[config.mk]
export PLATFORM = sky130hd
export DESIGN_NAME = lftm_ctrl
export DESIGN_NICKNAME = d
export VERILOG_FILES = /design/src/rtl/core/lftm_pkg.sv /design/src/rtl/core/lftm_ctrl.sv
export SDC_FILE = /design/constraint.sdc
export NUM_CORES = 1
export LEC_CHECK = 0
export BUFFER_PORTS_ARGS = -buffer_cell sky130_fd_sc_hd__buf_4
export CORE_AREA = 10 10 47 49
export CTS_CLUSTER_SIZE = 40
export DETAILED_ROUTE_END_ITERATION = 8
export DIE_AREA = 0 0 57 59
export MAX_ROUTING_LAYER = met4
export PLACE_DENSITY = 0.81
export RECOVER_POWER = 25
export SETUP_SLACK_MARGIN = 0.5
export SYNTH_ARGS = -nofsm -noshare
export SYNTH_HDL_FRONTEND = slang
export SYNTH_SLANG_ARGS = --single-unit
[constraint.sdc]
create_clock -name clk -period 2.6 [get_ports clk]
set_input_delay 0.65 -clock clk [delete_from_list [all_inputs] [get_ports clk]]
set_output_delay 0.65 -clock clk [all_outputs]
set_load 0.01 [all_outputs]
[src/rtl/core/lftm_pkg.sv]
package lftm_pkg;

	localparam logic [2:0] OP_LOOP_START = 3'd0;
	localparam logic [2:0] OP_LOOP_END   = 3'd1;
	localparam logic [2:0] OP_RECORD     = 3'd2;
	localparam logic [2:0] OP_TOTALS     = 3'd3;
	localparam logic [2:0] OP_FEATURE    = 3'd4;
	localparam logic [2:0] OP_RESET      = 3'd5;

	localparam logic [1:0] DIV_AVG   = 2'd0;
	localparam logic [1:0] DIV_LOOP  = 2'd1;
	localparam logic [1:0] DIV_USAGE = 2'd2;

	localparam logic [31:0] WINDOW_RESET = 32'd1000000;
	localparam logic [9:0]  USAGE_SCALE  = 10'd1000;

	typedef struct packed {
		logic [2:0]  opcode;
		logic [31:0] timestamp_us;
		logic [15:0] feature_key;
		logic [31:0] duration_us;
	} item_t;

	typedef struct packed {
		logic        found;
		logic [31:0] min_us;
		logic [31:0] avg_us;
		logic [31:0] max_us;
		logic [31:0] busy_total_us;
		logic [31:0] idle_total_us;
		logic [31:0] loop_total;
		logic [31:0] avg_loop_us;
		logic [9:0]  usage_tenths;
		logic        rolled;
	} result_t;

	typedef struct packed {
		logic       load;
		logic       exec;
		logic       scan_init;
		logic       scan_next;
		logic       prev;
		logic       rd;
		logic       wr_hit;
		logic       wr_new;
		logic       cap;
		logic       div_start;
		logic       div_take;
		logic [1:0] div_sel;
	} cmd_t;

	typedef struct packed {
		logic is_rec;
		logic scan_end;
		logic key_eq;
		logic cnt_nz;
		logic full;
		logic div_done;
	} status_t;

endpackage

[src/rtl/core/lftm_ctrl.sv]
module lftm_ctrl (
	input  logic              clk,
	input  logic              arst_n,
	input  logic              start,
	input  lftm_pkg::status_t st,
	output lftm_pkg::cmd_t    cmd,
	output logic              busy,
	output logic              done
);
	import lftm_pkg::*;

	localparam logic [3:0] S_IDLE = 4'd0;
	localparam logic [3:0] S_EXEC = 4'd1;
	localparam logic [3:0] S_RREQ = 4'd2;
	localparam logic [3:0] S_RCMP = 4'd3;
	localparam logic [3:0] S_LREQ = 4'd4;
	localparam logic [3:0] S_LCMP = 4'd5;
	localparam logic [3:0] S_DS   = 4'd6;
	localparam logic [3:0] S_DW   = 4'd7;
	localparam logic [3:0] S_DONE = 4'd8;

	logic [3:0] state_q, state_d;
	logic [1:0] div_k_q;

	always_comb begin
		cmd         = '0;
		cmd.div_sel = div_k_q;
		state_d     = state_q;
		unique case (state_q)
			S_IDLE: begin
				if (start) begin
					cmd.load = 1'b1;
					state_d  = S_EXEC;
				end
			end
			S_EXEC: begin
				cmd.exec      = 1'b1;
				cmd.scan_init = 1'b1;
				state_d       = st.is_rec ? S_RREQ : S_LREQ;
			end
			S_RREQ: begin
				if (st.scan_end) begin
					cmd.wr_new    = !st.full;
					cmd.scan_init = 1'b1;
					state_d       = S_LREQ;
				end else begin
					cmd.rd  = 1'b1;
					state_d = S_RCMP;
				end
			end
			S_RCMP: begin
				if (st.key_eq) begin
					cmd.wr_hit    = 1'b1;
					cmd.scan_init = 1'b1;
					state_d       = S_LREQ;
				end else begin
					cmd.scan_next = 1'b1;
					state_d       = S_RREQ;
				end
			end
			S_LREQ: begin
				cmd.prev = 1'b1;
				if (st.scan_end) begin
					state_d = S_DS;
				end else begin
					cmd.rd  = 1'b1;
					state_d = S_LCMP;
				end
			end
			S_LCMP: begin
				cmd.prev = 1'b1;
				if (st.key_eq && st.cnt_nz) begin
					cmd.cap = 1'b1;
					state_d = S_DS;
				end else begin
					cmd.scan_next = 1'b1;
					state_d       = S_LREQ;
				end
			end
			S_DS: begin
				cmd.div_start = 1'b1;
				state_d       = S_DW;
			end
			S_DW: begin
				if (st.div_done) begin
					cmd.div_take = 1'b1;
					state_d      = (div_k_q == DIV_USAGE) ? S_DONE : S_DS;
				end
			end
			S_DONE: begin
				state_d = S_IDLE;
			end
			default: begin
				state_d = S_IDLE;
			end
		endcase
	end

	always_ff @(posedge clk or negedge arst_n) begin
		if (!arst_n) begin
			state_q <= S_IDLE;
			div_k_q <= DIV_AVG;
		end else begin
			state_q <= state_d;
			if (cmd.load) begin
				div_k_q <= DIV_AVG;
			end else if (cmd.div_take) begin
				div_k_q <= div_k_q + 2'd1;
			end
		end
	end

	assign busy = state_q != S_IDLE;
	assign done = state_q == S_DONE;

	a_accept_busy: assert property (@(posedge clk) disable iff (!arst_n)
		(start && !busy) |=> busy) else $error("accepted transfer did not raise busy");
	a_done_pulse: assert property (@(posedge clk) disable iff (!arst_n)
		done |=> !done) else $error("result strobe longer than one cycle");
	a_take_last: assert property (@(posedge clk) disable iff (!arst_n)
		done |-> $past(cmd.div_take) && $past(div_k_q) == DIV_USAGE)
		else $error("result issued before the last division");
	a_no_wr_lookup: assert property (@(posedge clk) disable iff (!arst_n)
		cmd.prev |-> !(cmd.wr_hit || cmd.wr_new)) else $error("write into last-window bank");
endmodule

==> impl_metrics.csv <==
group,metric,value,unit
critical_path,startpoint_type,"register",
route,drc,0,
route,antenna_left,0,
floorplanning,initial_core_util,41.3,%
timing,tns,0,ps
power,leakage,0.418,nW
critical_path,crit_path_top_delay_cell,"dfrtp_2",
critical_path,regToRegStartpoint,"state_q[1]",
power,combPwrFrac,65.8,%
place,dp.cells,106,
timing,fin_crit_sh,78.8,%
global_routing,grt-ovfl-total,0,
logic_synthesis,syn_inst,71,
timing,fin_worst_skew,6.54,ps
global_routing,antenna_found_initial,0,
global_routing,grt_pass1_wl,2.64,mm
clock_network,path_clk_slew,50,ps
route,drt_iter0_drc,15,
place,placed_area,731,sq um
critical_path,crit_type,"register to output port",
place,place_hpwl,1.23,mm
logic_synthesis,avgSynthCellArea,8.16,sq um
critical_path,r2r-end,"state_q[1]",
cells_and_area,multi_input_area,388,sq um
clock_network,clockBufferDepth,2,
timing,min_period,2050,ps
route,wl_per_cell,16.0,um
critical_path,crit_family,"flip-flops",
critical_path,critPathLaunch,"state_q[3]",
cells_and_area,nets,114,
logic_synthesis,synth.distinct_cells,34,
power,switchingPower,412,uW
floorplanning,ioPinCount,24,
timing,max_freq,488,MHz
cells_and_area,regArea,155,sq um
timing,tightest_slew,333,ps
logic_synthesis,seq_area_frac_synth,25.9,%
power,p_per_area,1100,nW/um^2
timing,relSlewSlack,77.5,%
clock_network,cts_hold_buf,0,
global_routing,grt_pass1_vias,610,
critical_path,cp_data_arrival_time,1400,ps
global_routing,grt_max_degree,15,
critical_path,crit_end,"cmd[5]",
route,drt-vias-per-instance,5.41,
clock_network,cts_tree,"built",
timing,setup_viol,0,
clock_network,cts_root_buf,"clkbuf_4",
critical_path,max_stage_delay,490,ps
cells_and_area,fin_area,841,sq um
logic_synthesis,syn_area,579,sq um
clock_network,clock_latency,250,ps
critical_path,endpoint_kind,"output port",
timing,report.final.slew_viol_count,0,
critical_path,worst-path-stages,3,
cells_and_area,drive_gt1_share,45.1,%
timing,rsz0062_at_grt,"true",
power,clock_power_share,9.8,%
power,swShare,44.4,%
cells_and_area,stdcell_count,118,
power,seqPwrFrac,24.4,%
timing,hold_violations,0,
power,p_int,516,uW
power,irDropWorstVdd,0.605,mV
cells_and_area,syn_to_final_growth,45.1,%
floorplanning,fp.dieArea,3360,sq um
critical_path,crit_fanout,10,
floorplanning,die-width,57,um
route,routed_wirelength,1.89,mm
floorplanning,die_h,59,um
route,first_pass_iters,4,
logic_synthesis,synth_nets,81,
logic_synthesis,synth-seq-cells,6,
run_status,status,"finished clean",
cells_and_area,num_antenna_cells,0,
critical_path,crit_chain,"nor2_4, nor4bb_2, buf_4",
critical_path,rr_worst_depth,4,
global_routing,track_usage,9.88,%
cells_and_area,fillers,130,
place,gp_congestion,0.819,
place,portBuffers,23,
critical_path,r2r_slack,1170,ps
critical_path,worst-path-buf-inv,1,
logic_synthesis,synth_warnings,0,
power,power.total,928,uW
clock_network,cts_max_level,1,
floorplanning,row_count,14,
min_path,min_path_type,"input port to asynchronous set/reset pin",
critical_path,cp.required,1950,ps
route,num_vias,638,
clock_network,cts_sinks,6,
floorplanning,core,1400,sq um
job,maxCapViolCount,0,
clock_network,cts_made_buffers,3,
[stage by stage]
stage / hold slack (ps) / util (%) / setup slack (ps)
floorplan: 354 / - / 811
global placement: 458 / 52.1 / 689
detailed placement: 462 / 52.1 / 655
CTS: 188 / 54.1 / 477
global route: 277 / 60.0 / 469
finish: 270 / 60.0 / 551
[worst register-to-register path: stages, from the launching register on]
cell and delay, ps:
dfrtp_2 500, and2_2 280, nand3_1 130, a21boi_0 190, a21bo_1 220
[cell usage in the layout, fill, tap and decap left out, drive strengths merged, types with 3 or more instances in the layout]
cell,count
inv,5
clkbuf,4
nor2,9
and3,3
nand2,5
nor4,3
dfrtp,6
nand2b,5
buf,31
a21oi,4
o21ai,3
[metal layers]
metal / share of wire [%] / routed length, um / GRT usage, % / vias to the layer above
met5: 0 / 0 / - / -
met4: 3.4 / 64 / 5.37 / 0
met3: 6.4 / 122 / 3.22 / 5
met2: 50 / 948 / 16.6 / 28
met1: 40 / 757 / 10.0 / 291
li1: - / - / - / 314
[synthesized netlist by cell type, drive strengths merged]
library cell	number	area, sq um
and3	3	18.8
nor3	2	10.0
a21boi	1	7.51
and2	2	13.8
o41ai	1	8.76
a21bo	1	10.0
buf	4	41.3
nand3	2	10.0
nor4	3	33.8
dfrtp	6	150
or2b	2	15.0
ha	1	12.5
a31oi	1	6.26
a21oi	4	20.0
nor4bb	1	10.0
a211o	1	8.76
nor2b	1	6.26
inv	5	18.8
nand2b	5	31.3
nand2	5	18.8
o21ai	3	15.0
o22ai	1	6.26
a311oi	1	15.0
xnor2	2	17.5
nor3b	1	12.5
nor2	9	36.3
and2b	1	7.51
a32oi	2	17.5
[worst min path at each step]
stage	startpoint	endpoint	slack, ps	cells after the start
after CTS	arst_n	state_q[3]	190	1
after floorplan	arst_n	div_k_q[0]	350	0
after global routing	arst_n	div_k_q[1]	280	1
after global placement	arst_n	div_k_q[0]	460	1
after detailed placement	arst_n	div_k_q[0]	460	1
final	arst_n	div_k_q[1]	270	1
[kinds of logic after synthesis]
kind of cell	synth area share, %
AND/OR/NAND/NOR	38.7
AO/OA/AOI/OAI	19.9
buffers and inverters	10.4
flip-flops	25.9
XOR/XNOR	3.02
adder cells (fa/ha/maj)	2.16
[layout make-up]
type / instances / area share (%)
Inverter: 5 / 2.23
Tap cell: 16 / 2.38
Multi-Input combinational cell: 56 / 46.1
Timing Repair Buffer: 32 / 28.1
Sequential cell: 6 / 18.5
Clock buffer: 3 / 2.68
[sequential cells by signal (all words and copies together) (netlist names)]
| register | flops |
|---|---|
| state_q | 4 |
| div_k_q | 2 |
[what timing repair did]
action	CTS	global route
gates cloned	0	0
pin swaps	0	1
gates resized for setup	4	3
setup buffers	0	9
endpoints found under the setup margin	6	5
[power by group through the flow]
stage          Combinational (mW)  Clock (mW)  Sequential [mW]
6_report                    0.610      0.0913            0.226
5_1_grt                     0.672      0.0991            0.236
4_1_cts                     0.489      0.0933            0.239
3_5_place_dp                0.486           0            0.235
3_3_place_gp                0.481           0            0.230
2_1_floorplan               0.406           0            0.171
No activity file was read; power rests on OpenSTA's default activity.
